`config.mk`:
```
export PLATFORM = sky130hd
export DESIGN_NAME = frame_crc16_checker_top
export DESIGN_NICKNAME = d
export VERILOG_FILES = /design/src/rtl/core/fcc_pkg.sv /design/src/rtl/core/fcc_frame_fsm.sv /design/src/rtl/core/frame_crc16_checker_top.sv
export SDC_FILE = /design/constraint.sdc
export NUM_CORES = 1
export LEC_CHECK = 0
export ABC_AREA = 1
export BUFFER_PORTS_ARGS = -buffer_cell sky130_fd_sc_hd__buf_2
export CELL_PAD_IN_SITES_DETAIL_PLACEMENT = 1
export CELL_PAD_IN_SITES_GLOBAL_PLACEMENT = 1
export CORE_MARGIN = 2
export CORE_UTILIZATION = 48
export CTS_CLUSTER_SIZE = 16
export DETAILED_ROUTE_END_ITERATION = 7
export GPL_TIMING_DRIVEN = 0
export PLACE_DENSITY = 0.95
export SLEW_MARGIN = 20
export SYNTH_ARGS = -nofsm -noshare
export SYNTH_HDL_FRONTEND = slang
export SYNTH_HIERARCHICAL = 1
export SYNTH_SLANG_ARGS = --single-unit
```
`constraint.sdc`:
```
create_clock -name clock -period 6.1 [get_ports clock]
set_input_delay 1.525 -clock clock [delete_from_list [all_inputs] [get_ports clock]]
set_output_delay 1.525 -clock clock [all_outputs]
set_load 0.03 [all_outputs]
```
`src/rtl/core/fcc_pkg.sv`:
```
`default_nettype none

package fcc_pkg;

   localparam logic [15:0] CRC_POLY = 16'h1021;
   localparam logic [15:0] CRC_INIT = 16'hFFFF;

   localparam logic [1:0] KIND_PAYLOAD = 2'd0;
   localparam logic [1:0] KIND_CRC_OK  = 2'd1;
   localparam logic [1:0] KIND_CRC_BAD = 2'd2;

   typedef struct packed {
      logic        has_result;
      logic [1:0]  kind;
      logic [7:0]  payload_byte;
      logic [15:0] computed_crc;
   } fcc_result_type;

   // MSB-first CRC-16 update over one byte, no reflection
   function automatic logic [15:0] crc_byte(input logic [15:0] crc, input logic [7:0] data);
      logic [15:0] c;
      c = crc;
      for (int i = 0; i < 8; i++) begin
         if (c[15] ^ data[3'(7 - i)]) begin
            c = {c[14:0], 1'b0} ^ CRC_POLY;
         end else begin
            c = {c[14:0], 1'b0};
         end
      end
      return c;
   endfunction

endpackage

`default_nettype wire

```
`src/rtl/core/fcc_frame_fsm.sv`:
```
`default_nettype none

module fcc_frame_fsm
   import fcc_pkg::*;
(
   input  wire logic           clock,
   input  wire logic           reset,
   input  wire logic           fire,
   input  wire logic [7:0]     frame_byte,
   output fcc_result_type      result
);

   localparam logic [2:0] PH_START  = 3'd0;
   localparam logic [2:0] PH_LEN_LO = 3'd1;
   localparam logic [2:0] PH_LEN_HI = 3'd2;
   localparam logic [2:0] PH_DATA   = 3'd3;
   localparam logic [2:0] PH_CRC_HI = 3'd4;
   localparam logic [2:0] PH_CRC_LO = 3'd5;
   localparam logic [2:0] PH_END    = 3'd6;

   logic [2:0]  phase_ff, phase_in;
   logic [7:0]  length_low_ff, length_low_in;
   logic [15:0] remaining_ff, remaining_in;
   logic [15:0] running_crc_ff, running_crc_in;
   logic [15:0] received_crc_ff, received_crc_in;
   logic [15:0] length_full;
   logic [15:0] remaining_dec;

   assign length_full   = {frame_byte, length_low_ff};
   assign remaining_dec = remaining_ff - 16'd1;

   always_comb begin
      phase_in        = phase_ff;
      length_low_in   = length_low_ff;
      remaining_in    = remaining_ff;
      running_crc_in  = running_crc_ff;
      received_crc_in = received_crc_ff;
      result          = '0;
      unique case (phase_ff)
         PH_LEN_LO: begin
            length_low_in = frame_byte;
            phase_in      = PH_LEN_HI;
         end
         PH_LEN_HI: begin
            remaining_in = length_full;
            // skip the payload on a zero length
            phase_in     = (length_full == 16'd0) ? PH_CRC_HI : PH_DATA;
         end
         PH_DATA: begin
            running_crc_in      = crc_byte(running_crc_ff, frame_byte);
            remaining_in        = remaining_dec;
            if (remaining_dec == 16'd0) begin
               phase_in = PH_CRC_HI;
            end
            result.has_result   = 1'b1;
            result.kind         = KIND_PAYLOAD;
            result.payload_byte = frame_byte;
         end
         PH_CRC_HI: begin
            received_crc_in = {frame_byte, 8'h00};
            phase_in        = PH_CRC_LO;
         end
         PH_CRC_LO: begin
            received_crc_in = received_crc_ff | {8'h00, frame_byte};
            phase_in        = PH_END;
         end
         PH_END: begin
            result.has_result   = 1'b1;
            result.kind         = (received_crc_ff == running_crc_ff) ? KIND_CRC_OK
                                                                       : KIND_CRC_BAD;
            result.computed_crc = running_crc_ff;
            phase_in            = PH_START;
         end
         default: begin
            // start byte, or an unused phase code: open a new frame
            running_crc_in  = CRC_INIT;
            received_crc_in = 16'd0;
            remaining_in    = 16'd0;
            phase_in        = PH_LEN_LO;
         end
      endcase
   end

   always_ff @(posedge clock) begin
      if (reset) begin
         phase_ff        <= PH_START;
         length_low_ff   <= 8'd0;
         remaining_ff    <= 16'd0;
         running_crc_ff  <= CRC_INIT;
         received_crc_ff <= 16'd0;
      end else if (fire) begin
         phase_ff        <= phase_in;
         length_low_ff   <= length_low_in;
         remaining_ff    <= remaining_in;
         running_crc_ff  <= running_crc_in;
         received_crc_ff <= received_crc_in;
      end
   end

`ifndef ASSERT_OFF
   a_data_has_length: assert property (@(posedge clock) disable iff (reset)
      (phase_ff == PH_DATA) |-> (remaining_ff != 16'd0))
      else $error("payload phase entered with nothing remaining");
   a_status_only_at_end: assert property (@(posedge clock) disable iff (reset)
      (result.has_result && (result.kind != KIND_PAYLOAD)) |-> (phase_ff == PH_END))
      else $error("status result outside end byte");
   a_end_returns_start: assert property (@(posedge clock) disable iff (reset)
      (fire && (phase_ff == PH_END)) |=> (phase_ff == PH_START))
      else $error("end byte did not close the frame");
`endif

endmodule

`default_nettype wire

```
`src/rtl/core/frame_crc16_checker_top.sv`:
```
`default_nettype none
// Framed CRC-16 checker.
// Input channel (req_): one frame byte per word. A frame is a start byte, a
// 16-bit length (low byte first), that many payload bytes, a 16-bit CRC (high
// byte first) and an end byte. Start and end byte values are not checked.
// Result channel (rsp_): each payload byte is passed on with kind payload;
// the end byte yields one status word (CRC ok or mismatch) carrying the CRC
// computed over the payload. Downstream discards a frame on mismatch.
// Path: a taken byte sits in the input register and is parsed; any result word
// it yields lands in the result register, from where the receiver takes it.
// Throughput: one byte per cycle while the receiver does not stall; the CRC byte
// update is one unrolled step from the input register into the running CRC register.
// Reset clears both valid flags and returns the parser to waiting for a start
// byte with the CRC at 0xFFFF.
// While the receiver stalls, the result word holds; one more byte is taken
// into the input register, then req_stall rises until the result moves.

module frame_crc16_checker_top
   import fcc_pkg::*;
(
   input  wire logic        clock,
   input  wire logic        reset,
   input  wire logic        req_valid,
   output      logic        req_stall,
   input  wire logic [7:0]  req_frame_byte,
   output      logic        rsp_valid,
   input  wire logic        rsp_stall,
   output      logic [1:0]  rsp_kind,
   output      logic [7:0]  rsp_payload_byte,
   output      logic [15:0] rsp_computed_crc
);

   logic           in_valid_ff;
   logic [7:0]     in_byte_ff;
   logic           out_valid_ff;
   logic [1:0]     out_kind_ff;
   logic [7:0]     out_payload_ff;
   logic [15:0]    out_crc_ff;
   logic           advance;
   logic           fire;
   logic           req_take;
   fcc_result_type result;

   assign advance   = !out_valid_ff || !rsp_stall;
   assign fire      = in_valid_ff && advance;
   assign req_stall = in_valid_ff && !advance;
   assign req_take  = req_valid && !req_stall;

   fcc_frame_fsm u_fsm (
      .clock      (clock),
      .reset      (reset),
      .fire       (fire),
      .frame_byte (in_byte_ff),
      .result     (result)
   );

   always_ff @(posedge clock) begin
      if (reset) begin
         in_valid_ff <= 1'b0;
      end else if (req_take) begin
         in_valid_ff <= 1'b1;
      end else if (fire) begin
         in_valid_ff <= 1'b0;
      end
   end

   always_ff @(posedge clock) begin
      if (req_take) begin
         in_byte_ff <= req_frame_byte;
      end
   end

   always_ff @(posedge clock) begin
      if (reset) begin
         out_valid_ff <= 1'b0;
      end else if (fire) begin
         out_valid_ff <= result.has_result;
      end else if (!rsp_stall) begin
         // drop the word once taken
         out_valid_ff <= 1'b0;
      end
   end

   always_ff @(posedge clock) begin
      if (fire && result.has_result) begin
         out_kind_ff    <= result.kind;
         out_payload_ff <= result.payload_byte;
         out_crc_ff     <= result.computed_crc;
      end
   end

   assign rsp_valid        = out_valid_ff;
   assign rsp_kind         = out_kind_ff;
   assign rsp_payload_byte = out_payload_ff;
   assign rsp_computed_crc = out_crc_ff;

`ifndef ASSERT_OFF
   a_kind_legal: assert property (@(posedge clock) disable iff (reset)
      rsp_valid |-> ((rsp_kind == KIND_PAYLOAD) || (rsp_kind == KIND_CRC_OK)
                     || (rsp_kind == KIND_CRC_BAD)))
      else $error("result word with unknown kind");
   a_payload_no_crc: assert property (@(posedge clock) disable iff (reset)
      (rsp_valid && (rsp_kind == KIND_PAYLOAD)) |-> (rsp_computed_crc == 16'd0))
      else $error("payload word carries a CRC");
   a_status_no_byte: assert property (@(posedge clock) disable iff (reset)
      (rsp_valid && (rsp_kind != KIND_PAYLOAD)) |-> (rsp_payload_byte == 8'd0))
      else $error("status word carries a payload byte");
   a_stall_from_downstream: assert property (@(posedge clock) disable iff (reset)
      req_stall |-> (rsp_valid && rsp_stall && in_valid_ff))
      else $error("input stalled without downstream backpressure");
`endif

endmodule

`default_nettype wire
```
==> impl_metrics.sql, run 1 <==
INSERT INTO impl_metrics (metric_group, metric, value, unit) VALUES
('status', 'run_status', 'completed', ''),
('synth', 'synth_area_leader_cell', 'dfxtp_1', ''),
('synth', 'synth_cells', '555', ''),
('drt', 'drtAntennaViolNets', '0', ''),
('clock_tree', 'h-tree-depth', '3', ''),
('clock_tree', 'ctsHoldBuffers', '0', ''),
('clock_tree', 'cts_root_buf', 'clkbuf_8', ''),
('drt', 'drt_wl_total', '13400', 'um'),
('die', 'design.die.area', '0.00993', 'mm2'),
('drt', 'dr_total_vias', '4042', ''),
('sta', 'clock_skews', '12.3', 'ps'),
('power', 'share_clk_of_total_power', '0.356', ''),
('clock_tree', 'clkTransAtPathRegs', '100', 'ps'),
('sta', 'whs', '494', 'ps'),
('final_layout', 'drive_gt1_frac', '0.157', ''),
('placement', 'dp_hpwl', '9430', 'um'),
('die', 'core-area', '0.00881', 'mm2'),
('power', 'p_sw', '0.369', 'mW'),
('sta', 'final-max-slew-violation-count', '0', ''),
('flow_run', 'maxCapViolCount', '0', ''),
('clock_tree', 'post-cts-setup-buffer-count', '0', ''),
('die', 'initial_utilization', '0.499', ''),
('setup_path', 'nature_of_the_critical_path_startpoint', 'primary input', ''),
('setup_path', 'worst_setup_path_end_kind', 'output pin', ''),
('global_route', 'groute.usage.overall', '0.283', ''),
('sta', 'worst_slew_pin_slew', '746', 'ps'),
('power', 'p_comb_frac', '0.114', ''),
('synth', 'number_of_synthesis_warnings', '6', ''),
('power', 'power.internal', '0.896', 'mW'),
('clock_tree', 'cts_buffers', '9', ''),
('global_route', 'global_route.overflow_total', '0', ''),
('die', 'placementRows', '34', ''),
('final_layout', 'n_antenna_cell', '0', ''),
('drt', 'detail_route.vias_per_cell', '5.63', ''),
('synth', 'synth-async-reset-ratio', '0', ''),
('drt', 'met2WireLength', '6740', 'um'),
('sta', 'slew_headroom', '0.501', ''),
('drt', 'remaining_drc_errors', '0', ''),
('sta', 'achievable_clock_frequency', '284', 'MHz'),
('power', 'highest_ir_drop_seen_on_vdd', '0.117', 'mV'),
('power', 'standby_leakage_power', '2.23', 'nW'),
('die', 'io-pin-count', '40', ''),
('synth', 'synthMostInstantiatedCell', 'nand2_1', ''),
('synth', 'synth_largest_type_area_fraction', '0.264', ''),
('synth', 'avgSynthCellArea', '7.91', 'um2'),
('placement', 'placement.io_buffers', '39', ''),
('clock_tree', 'cts_repair_resize_count', '0', ''),
('synth', 'yosys.cell_types.count', '36', ''),
('final_layout', 'fin_nets', '619', ''),
('setup_path', 'required', '4580', 'ps'),
('hold_path', 'min-delay-path-class', 'flip-flop to flip-flop', ''),
('synth', 'synth.top_cells.by_area', 'dfxtp_1 (26%), edfxtp_1 (23%), nand2_1 (11%), inv_1 (6.8%), nor2_1 (6.2%)', ''),
('global_route', 'via_count_of_the_first_global_routing_pass', '4319', ''),
('final_layout', 'postLayoutCoreUtil', '0.561', ''),
('clock_tree', 'tritoncts', 'yes', ''),
('global_route', 'grt_antenna_before_repair', '0', ''),
('power', 'power.share.sequential', '0.530', ''),
('synth', 'synth-edff-count', '34', ''),
('power', 'totalPowerFinal', '1.26', 'mW'),
('synth', 'synth.top_cells.by_count', 'nand2_1 (124), inv_1 (79), nor2_1 (72)', ''),
('drt', 'met3_wirelength', '681', 'um'),
('synth', 'synth_seq_area_share', '0.497', ''),
('global_route', 'grt_start_max_net_pins', '27', ''),
('setup_path', 'crit_arrival', '2000', 'ps'),
('sta', 'finalCriticalPeriod', '3520', 'ps'),
('placement', 'gpl.final_weighted_congestion', '0.854', ''),
('clock_tree', 'clock_sink_total', '92', ''),
('synth', 'netlist_area', '0.00439', 'mm2'),
('power', 'power-per-cell-area', '256', 'mW/mm2'),
('global_route', 'grt_pass1_wl', '22000', 'um'),
('final_layout', 'areaGrowthSynthToFinish', '12.5', '%');
[cell usage in the layout, fill, tap and decap left out, types with 2 or more instances in the layout]
cell type	netlist	final
nand2_1	124	124
inv_1	79	79
nor2_1	72	71
dfxtp_1	58	58
buf_2	8	47
edfxtp_1	34	34
a21oi_1	33	33
o21ai_0	32	32
nand3_1	12	12
o211ai_1	12	12
o21ai_1	9	9
clkbuf_8	0	9
inv_2	8	8
o22ai_1	8	8
o31ai_1	7	7
xnor2_1	6	6
xor2_1	6	6
nor2_2	6	6
nand4_1	5	5
nand3b_1	5	5
nor2_4	3	4
buf_4	4	4
inv_8	0	3
clkbuf_1	3	3
buf_6	3	3
nor4_1	3	3
inv_6	0	2
nand2_4	2	2
nand2_2	2	2
ha_1	2	2
[cells by family (layout without fill, tap and decap cells)]
| kind of cell | after synthesis | count (layout) | share of synthesized area |
|---|---|---|---|
| flip-flops | 92 | 92 | 0.497 |
| AO/OA/AOI/OAI | 104 | 104 | 0.135 |
| XOR/XNOR | 12 | 12 | 0.0239 |
| AND/OR/NAND/NOR | 239 | 239 | 0.237 |
| buffers and inverters | 106 | 161 | 0.101 |
| adder cells (fa/ha/maj) | 2 | 2 | 0.00570 |
[area by class of cell]
class | instances | area [um2]
inverter | 87 | 327
sequential | 92 | 2180
buffer | 19 | 119
timing repair buffer | 39 | 195
multi-input combinational | 357 | 1770
tap | 108 | 135
fill | 1094 | 3860
clock inverter | 7 | 88.8
clock buffer | 9 | 124
[worst max-delay path, stage by stage]
cell	delay, ps
buf_2	90
nand3_1	120
inv_1	70
buf_2	190
[stage by stage]
stage	worst slack [ps]	instances
2_1_floorplan	2720	555
3_3_place_gp	2420	702
3_5_place_dp	2580	702
4_1_cts	2580	718
5_1_grt	2550	718
6_report	2580	718
[sequential cells by signal (all words and copies together), names as in the netlist, 2 cells and up]
register / flops
rsp_computed_crc: 16
u_fsm/received_crc_ff: 16
u_fsm/remaining_ff: 16
u_fsm/running_crc_ff: 13
in_byte_ff: 8
rsp_payload_byte: 8
u_fsm/length_low_ff: 8
u_fsm/phase_ff: 3
rsp_kind: 2
[layer usage]
metal | track usage | up-vias
met3 | 0.0358 | 43
li1 | - | 1883
met5 | 0 | -
met4 | 0.112 | 0
met1 | 0.357 | 1951
met2 | 0.492 | 165
[path summary, 6_finish.rpt]
check	cells after the start	endpoint	slack, ps	start
setup / recovery	4	req_stall	2580	rsp_stall
hold / removal	2	u_fsm/received_crc_ff[10]	490	u_fsm/received_crc_ff[10]
setup reg to reg	7	rsp_payload_byte[7]	3670	u_fsm/phase_ff[1]
hold reg to reg	2	u_fsm/received_crc_ff[10]	490	u_fsm/received_crc_ff[10]
[power groups by stage]
stage | Clock, mW | Combinational (mW) | Sequential (mW)
6_report | 0.450 | 0.144 | 0.670
5_1_grt | 0.478 | 0.159 | 0.672
4_1_cts | 0.453 | 0.142 | 0.670
3_5_place_dp | 0 | 0.137 | 0.683
3_3_place_gp | 0 | 0.127 | 0.681
2_1_floorplan | 0 | 0.0936 | 0.681
No activity file was read; power rests on OpenSTA's default activity.
==> run 2: changes to the inputs <==
- CORE_UTILIZATION: 48 -> 44
- PLACE_DENSITY: 0.95 -> 0.9
- clock period: 6.1 -> 3.55 ns (I/O delays scaled with it)
==> impl_metrics.sql, run 2 (synthesis results as in run 1) <==
INSERT INTO impl_metrics (metric_group, metric, value, unit) VALUES
('status', 'run_status', 'completed', ''),
('final_layout', 'num-fill-cells', '1258', ''),
('global_route', 'grt_start_max_net_pins', '27', ''),
('setup_path', 'nature_of_the_critical_path_startpoint', 'flip-flop', ''),
('power', 'p_sw', '0.609', 'mW'),
('sta', 'slew_headroom', '0.516', ''),
('clock_tree', 'post-cts-setup-buffer-count', '0', ''),
('final_layout', 'areaGrowthSynthToFinish', '12.7', '%'),
('sta', 'whs', '490', 'ps'),
('global_route', 'grt_pass1_wl', '20000', 'um'),
('final_layout', 'drive_gt1_frac', '0.157', ''),
('sta', 'hold_viol', '0', ''),
('sta', 'final-max-slew-violation-count', '0', ''),
('drt', 'dr_total_vias', '3926', ''),
('hold_path', 'worst_hold_path.num_cells', '2', ''),
('hold_path', 'min-delay-path-class', 'flip-flop to flip-flop', ''),
('power', 'highest_ir_drop_seen_on_vdd', '0.188', 'mV'),
('global_route', 'via_count_of_the_first_global_routing_pass', '4100', ''),
('die', 'io-pin-count', '40', ''),
('final_layout', 'mostFrequentLayoutCells', 'nand2_1 (124), inv_1 (79), nor2_1 (71)', ''),
('power', 'power-per-cell-area', '420', 'mW/mm2'),
('sta', 'worst_slew_pin_slew', '725', 'ps'),
('power', 'power.internal', '1.47', 'mW'),
('drt', 'topRoutingLayerUsed', 'met4', ''),
('drt', 'initialDrtViolationCount', '157', ''),
('setup_path', 'crit_arrival', '2410', 'ps'),
('setup_path', 'worst_setup_path_end_kind', 'flip-flop', ''),
('clock_tree', 'tritoncts', 'yes', ''),
('drt', 'drtAntennaViolNets', '0', ''),
('setup_path', 'critical_path.top_delay_family', 'simple AND/OR/NAND/NOR gates', ''),
('power', 'p_comb_frac', '0.114', ''),
('global_route', 'grt_antenna_before_repair', '0', ''),
('global_route', 'groute.usage.overall', '0.229', ''),
('drt', 'remaining_drc_errors', '0', ''),
('placement', 'gpl.final_weighted_congestion', '0.875', ''),
('die', 'die_x', '104', 'um'),
('final_layout', 'n_antenna_cell', '0', ''),
('clock_tree', 'cts_buffers', '9', ''),
('setup_path', 'critical_path_peak_fanout', '26', ''),
('global_route', 'global_route.overflow_total', '0', ''),
('final_layout', 'mostFrequentLayoutCell', 'nand2_1', ''),
('power', 'standby_leakage_power', '2.23', 'nW'),
('setup_path', 'crit_chain', 'inv_2 > nor2_4 > nand2_1 > clkbuf_1 > nand2_1 > inv_1 > nor2_4', ''),
('clock_tree', 'h-tree-depth', '3', ''),
('placement', 'dpl-instance-area', '0.00476', 'mm2'),
('flow_run', 'maxCapViolCount', '0', ''),
('final_layout', 'postLayoutCoreUtil', '0.509', ''),
('sta', 'rsz0062_at_grt', 'no', ''),
('clock_tree', 'cts_repair_resize_count', '0', ''),
('placement', 'placement.io_buffers', '39', ''),
('die', 'design.die.area', '0.0108', 'mm2'),
('die', 'die_outline_height', '104', 'um'),
('drt', 'met2WireLength', '6050', 'um'),
('sta', 'setup_violation_total_in_the_final_timing_report', '0', ''),
('sta', 'finalCriticalPeriod', '2400', 'ps'),
('die', 'core-area', '0.00973', 'mm2'),
('setup_path', 'worstRegToRegCells', '7', ''),
('clock_tree', 'clkTransAtPathRegs', '90', 'ps'),
('drt', 'drt_wl_total', '11900', 'um'),
('setup_path', 'category_of_the_critical_setup_timing_path', 'flip-flop to flip-flop', ''),
('die', 'placementRows', '36', ''),
('sta', 'final_min_period_over_clock_period', '0.677', ''),
('final_layout', 'multi_input_area', '0.00177', 'mm2'),
('setup_path', 'worst-path-stages', '7', ''),
('setup_path', 'timing.critical_path.slowest_cell_delay', '580', 'ps'),
('power', 'share_clk_of_total_power', '0.332', ''),
('sta', 'timing.setup.tns', '0', 'ps'),
('drt', 'wl_per_cell', '16.1', 'um'),
('sta', 'achievable_clock_frequency', '416', 'MHz'),
('drt', 'routedLengthMet1', '5320', 'um'),
('clock_tree', 'clockBufferDepth', '2', ''),
('die', 'initial_utilization', '0.451', ''),
('setup_path', 'required', '3550', 'ps'),
('clock_tree', 'cts_root_buf', 'clkbuf_8', ''),
('clock_tree', 'source_to_sink_clock_delay_at_the_later_pin_of_the_worst_skew_pair', '370', 'ps'),
('power', 'netSwitchingFraction', '0.293', ''),
('setup_path', 'worst_path_slowest_cell', 'nor2_4', ''),
('drt', 'met3_wirelength', '340', 'um'),
('clock_tree', 'ctsHoldBuffers', '0', ''),
('power', 'totalPowerFinal', '2.08', 'mW'),
('final_layout', 'fin_nets', '619', ''),
('setup_path', 'worst-path-buf-inv', '3', ''),
('final_layout', 'stdcell_area', '0.00495', 'mm2'),
('placement', 'dp_hpwl', '8940', 'um'),
('drt', 'detail_route.vias_per_cell', '5.28', ''),
('sta', 'clock_skews', '12.0', 'ps'),
('final_layout', 'layout.area.seq', '0.00218', 'mm2'),
('power', 'power.share.sequential', '0.553', ''),
('drt', 'first_pass_iters', '5', ''),
('clock_tree', 'clock_sink_total', '92', '');
## run 2: changes by cell type in the layout (fill, tap and decap cells not counted)
cell / delta
bufinv_16: -1
clkinv_2: +1
clkinv_4: +2
clkinvlp_4: -1
inv_6: -1
## run 2: worst reg2reg max path: stages, from the launching register on
cell	delay, ps
dfxtp_1	420
inv_2	110
nor2_4	140
nand2_1	230
clkbuf_1	320
nand2_1	130
inv_1	80
nor2_4	580
## run 2: path summary, 6_finish.rpt
kind	from	end	slack, ps
worst max-delay path	u_fsm/phase_ff[1]	rsp_payload_byte[0]	1150
worst min-delay path	u_fsm/received_crc_ff[8]	u_fsm/received_crc_ff[8]	490
worst max register to register	u_fsm/phase_ff[1]	rsp_payload_byte[0]	1150
worst min register to register	u_fsm/received_crc_ff[8]	u_fsm/received_crc_ff[8]	490
## run 2: routing by layer
layer  track usage  up-vias
met5             0        -
met4        0.0869        0
met3        0.0345       18
met2         0.396       69
met1         0.291     1952
li1              -     1887
## run 2: power by group through the flow
stage	clock, mW	combinational (mW)	sequential [mW]
after CTS	0.704	0.235	1.15
after global placement	0	0.218	1.17
after floorplan	0	0.161	1.17
after global routing	0.762	0.265	1.15
final	0.690	0.238	1.15
after detailed placement	0	0.231	1.17
## run 2: area by class of cell
class                      count  share of cell area
sequential                    92               0.441
multi-input combinational    357               0.358
inverter                      87              0.0660
timing repair buffer          39              0.0394
tap                          133              0.0336
clock buffer                   9              0.0250
buffer                        19              0.0240
clock inverter                 7              0.0131
## run 2: stage by stage
step                instances  setup slack, ps
floorplan                 555              866
global placement          727              343
detailed placement        727             1060
CTS                       743             1150
global route              743              995
finish                    743             1150
